## config.mk

```make
export PLATFORM = sky130hd
export DESIGN_NAME = orbit_camera_position_update
export DESIGN_NICKNAME = d
export VERILOG_FILES = /design/src/design/ocp_pkg.sv /design/src/design/ocp_mul.sv /design/src/design/ocp_cordic.sv /design/src/design/orbit_camera_position_update.sv
export SDC_FILE = /design/constraint.sdc
export NUM_CORES = 2
export LEC_CHECK = 0
export BUFFER_PORTS_ARGS = -buffer_cell sky130_fd_sc_hd__buf_2
export CELL_PAD_IN_SITES_DETAIL_PLACEMENT = 1
export CELL_PAD_IN_SITES_GLOBAL_PLACEMENT = 1
export CORE_MARGIN = 2
export CORE_UTILIZATION = 52
export CTS_CLUSTER_DIAMETER = 80
export DETAILED_ROUTE_END_ITERATION = 12
export GPL_TIMING_DRIVEN = 0
export PLACE_DENSITY = 0.85
export SLEW_MARGIN = 25
export SYNTH_ARGS = -nofsm -noshare
export SYNTH_HDL_FRONTEND = slang
export SYNTH_SLANG_ARGS = --single-unit
export TNS_END_PERCENT = 50
```

## constraint.sdc

```tcl
create_clock -name clk -period 13.62 [get_ports clk]
set_clock_uncertainty 0.1 [all_clocks]
set_input_delay 2.724 -clock clk [delete_from_list [all_inputs] [get_ports clk]]
set_output_delay 2.724 -clock clk [all_outputs]
set_load 0.005 [all_outputs]
```

## src/design/ocp_pkg.sv

```systemverilog
`timescale 1ns / 1ps

package ocp_pkg;

	// Iteration count of the rotation unit. The arctangent table holds 24 entries.
	localparam int CORDIC_STEPS = 16;
	localparam int ATAN_LEN     = 24;
	localparam int CORDIC_N     = (CORDIC_STEPS > ATAN_LEN) ? ATAN_LEN : CORDIC_STEPS;
	localparam int CNT_W        = (CORDIC_N > 1) ? $clog2(CORDIC_N) : 1;
	localparam int ATAN_IDX_W   = 5;

	// Vector components are Q2.30, angles are degrees * 65536.
	localparam int VEC_W = 32;
	localparam int ANG_W = 25;
	localparam int PRD_W = 64;

	localparam logic signed [VEC_W-1:0] GAIN_INV_Q30 = 32'sd652032874;

	localparam logic [16:0] YAW_FULL    = 17'd92160;
	localparam logic [16:0] YAW_HALF    = 17'd46080;
	localparam logic [16:0] QUARTER     = 17'd23040;
	localparam logic [16:0] PITCH_LIMIT = 17'd22784;
	localparam logic [16:0] RADIUS_MIN  = 17'd256;
	localparam logic [16:0] RADIUS_MAX  = 17'd23040;

	localparam logic [16:0] SPEED_RESET  = 17'd256;
	localparam logic [16:0] YAW_RESET    = 17'd3840;
	localparam logic [16:0] PITCH_RESET  = 17'd1920;
	localparam logic [16:0] RADIUS_RESET = 17'd3840;

	typedef enum logic [3:0] {
		ST_IDLE,
		ST_DELTA,
		ST_UPDATE,
		ST_PITCH,
		ST_YAW,
		ST_MUL_A,
		ST_MUL_B,
		ST_MUL_C,
		ST_MUL_D,
		ST_MUL_E,
		ST_DONE
	} state_t;

	typedef struct packed {
		logic                    done;
		logic signed [VEC_W-1:0] cos_v;
		logic signed [VEC_W-1:0] sin_v;
	} cordic_res_t;

	// atan(2^-i) in degrees * 65536, rounded to nearest.
	function automatic logic [22:0] atan_deg16(input logic [ATAN_IDX_W-1:0] idx);
		logic [22:0] v;
		case (idx)
			5'd0:    v = 23'd2949120;
			5'd1:    v = 23'd1740967;
			5'd2:    v = 23'd919879;
			5'd3:    v = 23'd466945;
			5'd4:    v = 23'd234379;
			5'd5:    v = 23'd117304;
			5'd6:    v = 23'd58666;
			5'd7:    v = 23'd29335;
			5'd8:    v = 23'd14668;
			5'd9:    v = 23'd7334;
			5'd10:   v = 23'd3667;
			5'd11:   v = 23'd1833;
			5'd12:   v = 23'd917;
			5'd13:   v = 23'd458;
			5'd14:   v = 23'd229;
			5'd15:   v = 23'd115;
			5'd16:   v = 23'd57;
			5'd17:   v = 23'd29;
			5'd18:   v = 23'd14;
			5'd19:   v = 23'd7;
			5'd20:   v = 23'd4;
			5'd21:   v = 23'd2;
			5'd22:   v = 23'd1;
			default: v = 23'd0;
		endcase
		return v;
	endfunction

	// Round a product to nearest by 2^30, ties toward plus infinity.
	function automatic logic signed [33:0] rnd30(input logic signed [PRD_W-1:0] v);
		logic signed [PRD_W-1:0] t;
		t = v + 64'sd536870912;
		return t[63:30];
	endfunction

	function automatic logic signed [15:0] clamp_eye(input logic signed [33:0] v);
		logic signed [15:0] r;
		if (v > $signed({17'd0, QUARTER}))
			r = 16'sd23040;
		else if (v < -$signed({17'd0, QUARTER}))
			r = -16'sd23040;
		else
			r = v[15:0];
		return r;
	endfunction

endpackage

```

## src/design/ocp_mul.sv

```systemverilog
`timescale 1ns / 1ps

module ocp_mul
	import ocp_pkg::*;
(
	input  logic                    clk,
	input  logic                    en,
	input  logic signed [VEC_W-1:0] a,
	input  logic signed [VEC_W-1:0] b,
	output logic signed [PRD_W-1:0] p
);

	logic signed [PRD_W-1:0] p_q;

	// The product holds while en is low, so it can be read in later states.
	always_ff @(posedge clk) begin
		if (en) begin
			p_q <= PRD_W'(a) * PRD_W'(b);
		end
	end

	assign p = p_q;

endmodule

```

## src/design/ocp_cordic.sv

```systemverilog
`timescale 1ns / 1ps

module ocp_cordic
	import ocp_pkg::*;
(
	input  logic                    clk,
	input  logic                    arst_n,
	input  logic                    start,
	input  logic signed [ANG_W-1:0] angle,
	output cordic_res_t             res
);

	logic signed [VEC_W-1:0] x_q, y_q;
	logic signed [ANG_W-1:0] z_q;
	logic [CNT_W-1:0]        cnt_q;
	logic                    busy_q, done_q;

	logic signed [VEC_W-1:0] xs, ys;
	logic signed [ANG_W-1:0] at;

	assign xs = x_q >>> cnt_q;
	assign ys = y_q >>> cnt_q;
	assign at = $signed(ANG_W'(atan_deg16(ATAN_IDX_W'(cnt_q))));

	always_ff @(posedge clk or negedge arst_n) begin
		if (!arst_n) begin
			busy_q <= 1'b0;
			done_q <= 1'b0;
			cnt_q  <= '0;
		end else begin
			done_q <= 1'b0;
			if (start) begin
				busy_q <= 1'b1;
				cnt_q  <= '0;
			end else if (busy_q) begin
				if (cnt_q == CNT_W'(CORDIC_N - 1)) begin
					busy_q <= 1'b0;
					done_q <= 1'b1;
				end else begin
					cnt_q <= cnt_q + 1'b1;
				end
			end
		end
	end

	// One micro-rotation per cycle; the sign of the residual angle picks the direction.
	always_ff @(posedge clk) begin
		if (start) begin
			x_q <= GAIN_INV_Q30;
			y_q <= '0;
			z_q <= angle;
		end else if (busy_q) begin
			if (!z_q[ANG_W-1]) begin
				x_q <= x_q - ys;
				y_q <= y_q + xs;
				z_q <= z_q - at;
			end else begin
				x_q <= x_q + ys;
				y_q <= y_q - xs;
				z_q <= z_q + at;
			end
		end
	end

	assign res.done  = done_q;
	assign res.cos_v = x_q;
	assign res.sin_v = y_q;

endmodule

```

## src/design/orbit_camera_position_update.sv

```systemverilog
`timescale 1ns / 1ps
// A new item is accepted only once the previous result is in the output register.
// Each item makes two passes through the shared CORDIC rotation unit (pitch, then yaw)
// and six passes through the shared multiplier.
// A finished result waits in the output register while the next item is accepted.
// Reset: yaw 15.0, pitch 7.5, radius 15.0, move_speed 1.0; no result pending.
module orbit_camera_position_update
	import ocp_pkg::*;
(
	input  logic        clk,
	input  logic        arst_n,
	input  logic        s_tvalid,
	output logic        s_tready,
	// [0] turn_left, [1] turn_right, [2] tilt_up, [3] tilt_down, [4] zoom_closer,
	// [5] zoom_farther, [21:6] elapsed_time, [23:22] zero
	input  logic [23:0] s_tdata,
	output logic        m_tvalid,
	input  logic        m_tready,
	// [15:0] eye_x, [31:16] eye_y, [47:32] eye_z, [64:48] yaw_now,
	// [80:65] pitch_now, [95:81] radius_now
	output logic [95:0] m_tdata,
	input  logic        cfg_valid,
	output logic        cfg_ready,
	input  logic [15:0] cfg_data
);

	state_t state_q, state_next;

	logic [15:0]        speed_q;
	logic [16:0]        yaw_q;
	logic signed [15:0] pitch_q;
	logic [14:0]        radius_q;

	logic [5:0]         keys_q;
	logic [15:0]        et_q;
	logic signed [VEC_W-1:0] cp_q, sp_q, cy_q, sy_q;
	logic               flip_q;
	logic signed [15:0] ex_q, ey_q;
	logic               m_tvalid_q;
	logic [95:0]        m_tdata_q;

	logic                    cor_start;
	logic signed [ANG_W-1:0] cor_angle;
	cordic_res_t             cor_res;

	logic                    mul_en;
	logic signed [VEC_W-1:0] mul_a, mul_b;
	logic signed [PRD_W-1:0] prod;

	ocp_cordic u_cordic (
		.clk    (clk),
		.arst_n (arst_n),
		.start  (cor_start),
		.angle  (cor_angle),
		.res    (cor_res)
	);

	ocp_mul u_mul (
		.clk (clk),
		.en  (mul_en),
		.a   (mul_a),
		.b   (mul_b),
		.p   (prod)
	);

	// delta = (elapsed_time * move_speed + 0.5) in Q.8.
	logic [32:0] dsum;
	logic [16:0] delta;
	assign dsum  = {1'b0, prod[31:0]} + 33'd32768;
	assign delta = dsum[32:16];

	logic [17:0] yaw1, yaw2, yaw_add, yaw_sub;
	logic signed [18:0] p_raw, r_raw, p_next, r_next;

	always_comb begin
		yaw_add = {1'b0, yaw_q} + {1'b0, delta};
		yaw1    = {1'b0, yaw_q};
		if (keys_q[0])
			yaw1 = (yaw_add >= {1'b0, YAW_FULL}) ? yaw_add - {1'b0, YAW_FULL} : yaw_add;
		yaw_sub = yaw1 + {1'b0, YAW_FULL} - {1'b0, delta};
		yaw2    = yaw1;
		if (keys_q[1])
			yaw2 = (yaw_sub >= {1'b0, YAW_FULL}) ? yaw_sub - {1'b0, YAW_FULL} : yaw_sub;

		p_raw = 19'(pitch_q);
		if (keys_q[2]) p_raw = p_raw + $signed({2'b00, delta});
		if (keys_q[3]) p_raw = p_raw - $signed({2'b00, delta});
		r_raw = $signed({4'd0, radius_q});
		if (keys_q[4]) r_raw = r_raw - $signed({2'b00, delta});
		if (keys_q[5]) r_raw = r_raw + $signed({2'b00, delta});

		if (p_raw > $signed({2'b00, PITCH_LIMIT}))
			p_next = $signed({2'b00, PITCH_LIMIT});
		else if (p_raw < -$signed({2'b00, PITCH_LIMIT}))
			p_next = -$signed({2'b00, PITCH_LIMIT});
		else
			p_next = p_raw;
		if (r_raw < $signed({2'b00, RADIUS_MIN}))
			r_next = $signed({2'b00, RADIUS_MIN});
		else if (r_raw > $signed({2'b00, RADIUS_MAX}))
			r_next = $signed({2'b00, RADIUS_MAX});
		else
			r_next = r_raw;
	end

	// Yaw is folded into -90..+90 degrees; a half-turn fold negates cos and sin.
	logic signed [18:0] ya0, ya1;
	logic               flip_next;

	always_comb begin
		ya0 = $signed({2'b00, yaw_q});
		if (ya0 > $signed({2'b00, YAW_HALF}))
			ya0 = ya0 - $signed({2'b00, YAW_FULL});
		ya1       = ya0;
		flip_next = 1'b0;
		if (ya0 > $signed({2'b00, QUARTER})) begin
			ya1       = ya0 - $signed({2'b00, YAW_HALF});
			flip_next = 1'b1;
		end else if (ya0 < -$signed({2'b00, QUARTER})) begin
			ya1       = ya0 + $signed({2'b00, YAW_HALF});
			flip_next = 1'b1;
		end
	end

	logic signed [VEC_W-1:0] f_val;
	logic signed [15:0]      eye_val;
	logic                    out_free;

	assign f_val    = VEC_W'(rnd30(prod));
	assign eye_val  = clamp_eye(rnd30(prod));
	assign out_free = !m_tvalid_q || m_tready;

	always_comb begin
		state_next = state_q;
		case (state_q)
			ST_IDLE:   if (s_tvalid) state_next = ST_DELTA;
			ST_DELTA:  state_next = ST_UPDATE;
			ST_UPDATE: state_next = ST_PITCH;
			ST_PITCH:  if (cor_res.done) state_next = ST_YAW;
			ST_YAW:    if (cor_res.done) state_next = ST_MUL_A;
			ST_MUL_A:  state_next = ST_MUL_B;
			ST_MUL_B:  state_next = ST_MUL_C;
			ST_MUL_C:  state_next = ST_MUL_D;
			ST_MUL_D:  state_next = ST_MUL_E;
			ST_MUL_E:  state_next = ST_DONE;
			ST_DONE:   if (out_free) state_next = ST_IDLE;
			default:   state_next = ST_IDLE;
		endcase
	end

	always_comb begin
		s_tready  = 1'b0;
		cor_start = 1'b0;
		cor_angle = '0;
		mul_en    = 1'b0;
		mul_a     = '0;
		mul_b     = '0;
		case (state_q)
			ST_IDLE: s_tready = 1'b1;
			ST_DELTA: begin
				mul_en = 1'b1;
				mul_a  = $signed({16'd0, et_q});
				mul_b  = $signed({16'd0, speed_q});
			end
			ST_UPDATE: begin
				cor_start = 1'b1;
				cor_angle = ANG_W'({p_next, 8'd0});
			end
			ST_PITCH: begin
				cor_start = cor_res.done;
				cor_angle = ANG_W'({ya1, 8'd0});
			end
			ST_MUL_A: begin
				mul_en = 1'b1;
				mul_a  = cp_q;
				mul_b  = cy_q;
			end
			ST_MUL_B: begin
				mul_en = 1'b1;
				mul_a  = $signed({17'd0, radius_q});
				mul_b  = f_val;
			end
			ST_MUL_C: begin
				mul_en = 1'b1;
				mul_a  = $signed({17'd0, radius_q});
				mul_b  = sp_q;
			end
			ST_MUL_D: begin
				mul_en = 1'b1;
				mul_a  = cp_q;
				mul_b  = sy_q;
			end
			ST_MUL_E: begin
				mul_en = 1'b1;
				mul_a  = $signed({17'd0, radius_q});
				mul_b  = f_val;
			end
			default: ;
		endcase
	end

	always_ff @(posedge clk or negedge arst_n) begin
		if (!arst_n) begin
			state_q    <= ST_IDLE;
			speed_q    <= SPEED_RESET[15:0];
			yaw_q      <= YAW_RESET;
			pitch_q    <= $signed(PITCH_RESET[15:0]);
			radius_q   <= RADIUS_RESET[14:0];
			m_tvalid_q <= 1'b0;
		end else begin
			state_q <= state_next;
			if (cfg_valid && cfg_ready)
				speed_q <= cfg_data;
			if (state_q == ST_UPDATE) begin
				yaw_q    <= yaw2[16:0];
				pitch_q  <= p_next[15:0];
				radius_q <= r_next[14:0];
			end
			if (state_q == ST_DONE && out_free)
				m_tvalid_q <= 1'b1;
			else if (m_tready)
				m_tvalid_q <= 1'b0;
		end
	end

	always_ff @(posedge clk) begin
		if (s_tvalid && s_tready) begin
			keys_q <= s_tdata[5:0];
			et_q   <= s_tdata[21:6];
		end
		if (state_q == ST_PITCH && cor_res.done) begin
			cp_q   <= cor_res.cos_v;
			sp_q   <= cor_res.sin_v;
			flip_q <= flip_next;
		end
		if (state_q == ST_YAW && cor_res.done) begin
			cy_q <= flip_q ? -cor_res.cos_v : cor_res.cos_v;
			sy_q <= flip_q ? -cor_res.sin_v : cor_res.sin_v;
		end
		if (state_q == ST_MUL_C)
			ex_q <= eye_val;
		if (state_q == ST_MUL_D)
			ey_q <= eye_val;
		if (state_q == ST_DONE && out_free)
			m_tdata_q <= {radius_q, pitch_q, yaw_q, eye_val, ey_q, ex_q};
	end

	assign cfg_ready = 1'b1;
	assign m_tvalid  = m_tvalid_q;
	assign m_tdata   = m_tdata_q;

endmodule

```

# After elaboration in Yosys (flattened, before gate mapping)
# Memories as Yosys holds them, arrays and structs flattened.
# Cells that the tools add are included.
[word_totals] n_memories=1 ff_bits=507 word_cells=139 out_inout_bits=99 in_bits=45 rom_bits=352
[classes] muxes=47 n_addsub=23 order_cmp=11 mul=1 n_eq_ne=16 shifts=2 reduce_logical=15
[mem_list] name="(name not given)" words=16 word_bits=22 read_ports=1 rd_clocked_by_memory_dff=0 write_ports=0 line="ocp_pkg.sv:54" text="case (idx)"
[ops] op="32-bit case mux with 5 select lines" count=1
[ops] op="32-bit 2-to-1 mux" count=4
[ops] op="17-bit 2-to-1 mux" count=6
[ops] op="32-bit case mux with 3 select lines" count=1
[ops] op="19-bit 2-to-1 mux" count=5
[ops] op="25-bit 2-to-1 mux" count=3
[ops] op="32-bit adder" count=2
[ops] op="64-bit by 31-bit adder with 64-bit output (second input constant)" count=1
[ops] op="32-bit by 32-bit multiplier with 64-bit output" count=1
[ops] op="32-bit negator" count=2
[ops] op="32-bit by 4-bit >>> shifter with 32-bit output" count=2
[ops] op="32-bit subtractor" count=2
[ops] op="19-bit by 16-bit > comparator with 1-bit output (second input constant)" count=3
[ops] op="25-bit case mux with 2 select lines" count=1
[ops] op="4-bit case mux with 11 select lines" count=1
[ops] op="19-bit by 16-bit less-than comparator with 1-bit output (second input constant)" count=2
[ops] op="18-bit by 17-bit >= comparator with 1-bit output (second input constant)" count=2
[ops] op="18-bit 2-to-1 mux" count=2
[ops] op="34-bit by 16-bit > comparator with 1-bit output (second input constant)" count=1
[ops] op="34-bit by 16-bit less-than comparator with 1-bit output (second input constant)" count=1
[ops] op="17-bit subtractor (second input constant)" count=2
[ops] op="32-bit by 16-bit adder with 33-bit output (second input constant)" count=1
[ops] op="16-bit 2-to-1 mux" count=2
[ops] op="15-bit 2-to-1 mux" count=2
[ops] op="34 further kinds" count=65

# Longest topological paths before layout
[logic_depth] word_depth=10 ltp_mapped=38 depth_no_buf=35

# Modules after synthesis
# From an unflattened synthesis, not the netlist that was laid out.
[hier_totals] hier_cells=7951 hier_area_um2=74854.3
[modules_own_cells] module="ocp_mul" n_inst=1 cells_per_inst=4068 area_per_inst_um2=38683.4 seq_area_each_um2=1921.8
[modules_own_cells] module="orbit_camera_position_update" n_inst=1 cells_per_inst=2231 area_per_inst_um2=22599.2 seq_area_each_um2=10121.0
[modules_own_cells] module="ocp_cordic" n_inst=1 cells_per_inst=1652 area_per_inst_um2=13571.8 seq_area_each_um2=2182.1

# Worst setup path after synthesis
# OpenSTA, ideal clock, no wires.
[synth_path] path_kind="input to register" from="input m_tready" to="register m_tdata_q[0] (netlist: m_tdata[0]), enable pin" stages=2 setup_ns=0.688 arrival_ns=9.837 setup_slack_ns=2.995 required_ns=12.832 n_path_buf=0 cell_sequence="nand2b_1 -> nor3b_1"
[synth_via] elab_chain_len=2
[synth_rtl] item="from (decl)" line="orbit_camera_position_update.sv:18" text="input logic m_tready,"
[synth_rtl] item="1-bit logical OR" line="orbit_camera_position_update.sv:131" text="assign out_free = !m_tvalid_q || m_tready;"
[synth_rtl] item="1-bit logical AND" line="orbit_camera_position_update.sv:244" text="if (state_q == ST_DONE && out_free)"
[synth_rtl] item="to (signal assigned)" line="orbit_camera_position_update.sv:245" text="m_tdata_q <= {radius_q, pitch_q, yaw_q, eye_val, ey_q, ex_q};"
[synth_rtl] item="to (decl)" line="orbit_camera_position_update.sv:40" text="logic [95:0] m_tdata_q;"
# Every way passes these cells.
# A chain may end at the register's enable or synchronous reset.

# Final worst setup path
[layout_path] from="register state_q[2]" to="register u_mul.p_q[56] (netlist: u_mul.p[56]) (data pin)"
[layout_via] elab_chain_len=4 word_cells_on_any_way=12 cone_classes="mul: 1; eq/ne: 6; mux: 2; reduce/logical: 3"
[layout_rtl] item="from (decl)" line="orbit_camera_position_update.sv:27" text="state_t state_q, state_next;"
[layout_rtl] item="from (signal assigned)" line="orbit_camera_position_update.sv:211" text="state_q <= state_next;"
[layout_rtl] item="4-bit by 3-bit equality test with 1-bit output or 4-bit equality test (tied branches)" line="orbit_camera_position_update.sv:158" text="case (state_q)"
[layout_rtl] item="3-bit OR reduction (no line) or 2-bit OR reduction (tied branches)"
[layout_rtl] item="32-bit case mux with 3 select lines or 32-bit case mux with 5 select lines (tied branches)" line="orbit_camera_position_update.sv:158"
[layout_rtl] item="32-bit by 32-bit multiplier with 64-bit output *" line="ocp_mul.sv:18" text="p_q <= PRD_W'(a) * PRD_W'(b);"
[layout_rtl] item="to (signal assigned)" line="ocp_mul.sv:18"
[layout_rtl] item="to (decl)" line="ocp_mul.sv:13" text="logic signed [PRD_W-1:0] p_q;"
# Every way passes the cells marked *; elsewhere a longest branch is shown, timed or not.

==> flow_metrics.py <==
metrics = {
    "clock_tree": {
        "clockBufferDepth": 3,
        "clock_latency_ns": 0.71,
        "path_clk_slew_ns": 0.07,
        "root_buffer": "clkbuf_16",
        "cts_tree": "built",
        "htree_num_levels": 2,
        "clock-sinks": 492,
        "numCtsBuffers": 56,
        "ctsHoldBuffers": 0,
    },
    "placement": {
        "place_area_um2": 75130,
        "hpwl_um": 248500,
        "port_buffers": 139,
        "place_inst": 9611,
        "routabilityCongestion": 1.063,
    },
    "run": {
        "drv_cap": 0,
    },
    "global_route": {
        "use_met2": 0.6504,
        "antenna_found_initial": 27,
        "gr-max-usage-layer": "met2",
        "grt_pass1_wl_um": 444400,
        "gr-total-overflow": 0,
        "grt_util_all_layers": 0.4306,
        "use_met1": 0.5261,
        "grt_max_degree": 58,
        "grt_pass1_vias": 68470,
        "gr-usage-met3": 0.1434,
    },
    "run_status": {
        "status": "complete, no violations",
    },
    "setup_path": {
        "cp.required_ns": 13.97,
        "cp_max_fo": 10,
        "cp_slowest_cell": "a41oi_1",
        "timing.rr.end": "u_mul.p[56]$_DFFE_PP_",
        "slowest_delay_ns": 0.61,
        "critPathKind": "flop to flop",
        "r2r_slack_ns": 0.18,
        "reg2reg_from": "state_q[2]$_DFFE_PN0P_",
        "cp.arrival_ns": 13.80,
        "r2r_cells": 38,
        "cp-start-kind": "flop",
        "worstSetupEndpointType": "flop",
    },
    "drt": {
        "dr.first_iter.drc_count": 7130,
        "via_per_inst": 6.507,
        "wl_um": 301900,
        "drtAntennaViolNets": 0,
        "wl_per_cell_um": 31.03,
        "num_vias": 63300,
        "first_pass_iters": 8,
        "drcViolationCount": 0,
    },
    "layout": {
        "area_growth_pct": 7.832,
        "fin_nets": 9413,
        "regArea_um2": 13770,
        "layout-drive-gt1-share": 0.07031,
        "finalNonFillerCells": 9729,
        "postLayoutCoreUtil": 0.5630,
        "multi_input_area_um2": 52240,
        "n_fill_cell": 15600,
        "final_area_um2": 77120,
    },
    "synth": {
        "synth_flop_cell": "edfxtp_1",
        "synth_nets": 9184,
        "synth_edf_count": 353,
        "synthArstFlopShare": 0.1524,
        "syn_area_um2": 71520,
        "synth_xor_area_frac": 0.04844,
        "synth_compound_area_frac": 0.1125,
        "synth_seq_cells": 492,
        "synth_fa_ha_area_frac": 0.3758,
        "syn_area_per_cell_um2": 9.355,
        "synth_top_family_by_area": "adder cells",
        "ys_warn_count": 0,
        "muxShareOfSynthArea": 0.04729,
        "synth_cell_type_count": 104,
        "synth_seq_area_share": 0.1926,
        "synth-simple-area-share": 0.1427,
        "synthCells": 7645,
    },
    "sta": {
        "fin_tns_setup_ns": 0,
        "rsz0062_at_grt": "false",
        "fmax_mhz": 74.39,
        "min_period_over_period": 0.9870,
        "final-hold-violation-count": 0,
        "tightest_slew_ns": 1.193,
        "setup_viol": 0,
        "slew_viol_final": 0,
        "post-route-min-period_ns": 13.44,
        "max_slew_margin": 0.1990,
    },
    "floorplan": {
        "start_util": 0.5221,
        "dieArea_um2": 140500,
        "die_y_um": 374.9,
        "fp-row-count": 136,
        "core_area_um2": 137000,
        "die_w_um": 374.9,
        "ios": 144,
    },
    "pwr": {
        "p_leak_nw": 34.67,
        "p_per_area_nw_per_um2": 231.2,
        "power_w": 0.01783,
        "ir_drop_mv": 0.3445,
    },
    "worst_hold_path": {
        "whs_path_depth": 0,
        "hold_end": "m_tdata[3]$_DFFE_PP_",
        "min_path_type": "flop to flop",
        "min_from": "ex_q[3]$_DFFE_PN_",
    },
}
-- cells in the final DEF (no fill, tap or decap), drive strengths merged, types with 64 or more instances in the layout --
cell	netlist	final
clkbuf	337	410
a31oi	66	66
xor2	128	128
edfxtp	353	353
a21oi	273	273
nor2	797	797
xnor2	265	265
inv	1135	1140
buf	50	223
and2	70	70
nand3	78	78
nand2	929	929
mux2i	87	87
o21ai	222	222
ha	404	404
mux4	79	79
dfxtp	64	64
nor3	78	78
mux2	65	65
a21o	117	117
fa	1090	1090
-- worst max-delay path by stage --
| stage | startpoint | to |
|---|---|---|
| after floorplan | m_tready | m_tdata[0]$_DFFE_PP_ |
| after global placement | m_tready | m_tdata[28]$_DFFE_PP_ |
| after detailed placement | state_q[3]$_DFFE_PN0P_ | u_mul.p[63]$_DFFE_PP_ |
| after CTS | state_q[3]$_DFFE_PN0P_ | u_mul.p[63]$_DFFE_PP_ |
| after global routing | state_q[2]$_DFFE_PN0P_ | u_mul.p[56]$_DFFE_PP_ |
| final | state_q[2]$_DFFE_PN0P_ | u_mul.p[56]$_DFFE_PP_ |
-- metal layers --
| metal | wire, um | vias to the layer above |
|---|---|---|
| met2 | 131000 | 4087 |
| met4 | 24410 | 26 |
| met1 | 106700 | 32340 |
| met5 | 175 | - |
| li1 | - | 25590 |
| met3 | 39580 | 1253 |
-- cells by family after synthesis --
family | count (synthesis)
multiplexers | 231
AO/OA/AOI/OAI | 1196
adder cells (fa/ha/maj) | 1494
AND/OR/NAND/NOR | 2310
other | 1
XOR/XNOR | 394
buffers and inverters | 1527
flip-flops | 492
-- area by class of cell --
| cell class | count | area share |
|---|---|---|
| clock buffer | 75 | 0.01989 |
| timing repair buffer | 173 | 0.01475 |
| sequential | 492 | 0.1786 |
| clock inverter | 31 | 0.004916 |
| multi-input combinational | 5626 | 0.6773 |
| tap | 1794 | 0.02911 |
| inverter | 1140 | 0.05552 |
| buffer | 385 | 0.01945 |
| antenna | 13 | 0.0004218 |
-- cell usage after synthesis, drive strengths merged, types with 29 or more instances --
cell type / n / share of area
o21a: 49 / 0.0051
a21oi: 273 / 0.019
fa: 1090 / 0.31
nand3: 78 / 0.0055
buf: 50 / 0.0031
mux2i: 87 / 0.012
a31oi: 66 / 0.0058
nor3: 78 / 0.0055
nand2: 929 / 0.049
or2: 29 / 0.0025
edfxtp: 353 / 0.15
a211oi: 41 / 0.0043
inv: 1135 / 0.060
o21ai: 222 / 0.016
nand2b: 56 / 0.0049
o211ai: 36 / 0.0038
and2: 70 / 0.0061
a22oi: 47 / 0.0049
mux4: 79 / 0.025
xor2: 128 / 0.016
nor2b: 41 / 0.0036
xnor2: 265 / 0.032
and3: 48 / 0.0042
dfrtp: 62 / 0.022
o31ai: 48 / 0.0050
mux2: 65 / 0.010
nand4: 41 / 0.0036
clkbuf: 337 / 0.018
ha: 404 / 0.071
dfxtp: 64 / 0.018
a21o: 117 / 0.012
nor2: 797 / 0.042
-- through the flow --
step	hold WS (ns)	worst slack, ns
2_1_floorplan	0.3003	2.995
3_3_place_gp	0.3001	-1.498
3_5_place_dp	0.3055	-0.4499
4_1_cts	0.3224	0.08591
5_1_grt	0.3258	0.07729
6_report	0.3226	0.1767
-- critical path: cells and delay by family, from the launching register on --
kind / cells / cell delay, ns
AO/OA/AOI/OAI: 11 / 4.13
buffers and inverters: 13 / 3.42
XOR/XNOR: 1 / 0.09
AND/OR/NAND/NOR: 4 / 1.20
adder cells (fa/ha/maj): 9 / 3.82
flip-flops: 1 / 0.41
-- power by group --
part           switching (W)  internal [W]
registers           0.000595       0.00215
clock network       0.000732      0.000898
logic                0.00820       0.00526
-- timing repair --
item	4_1_cts	5_1_grt
gates resized for setup	2	10
endpoints found under the setup margin	12	16
setup buffers	0	0
pin swaps	0	0
-- state kept, by name, summed over array words and instances (netlist names), 16 cells and up --
register	count
u_cordic.y_q	32
et_q	16
sy_q	32
ey_q	16
cp_q	32
ex_q	16
speed_q	16
m_tdata	96
u_cordic.x_q	32
yaw_q	17
sp_q	32
cy_q	32
u_mul.p	49
u_cordic.z_q	25
pitch_q	16
No activity file was read; power rests on OpenSTA's default activity.
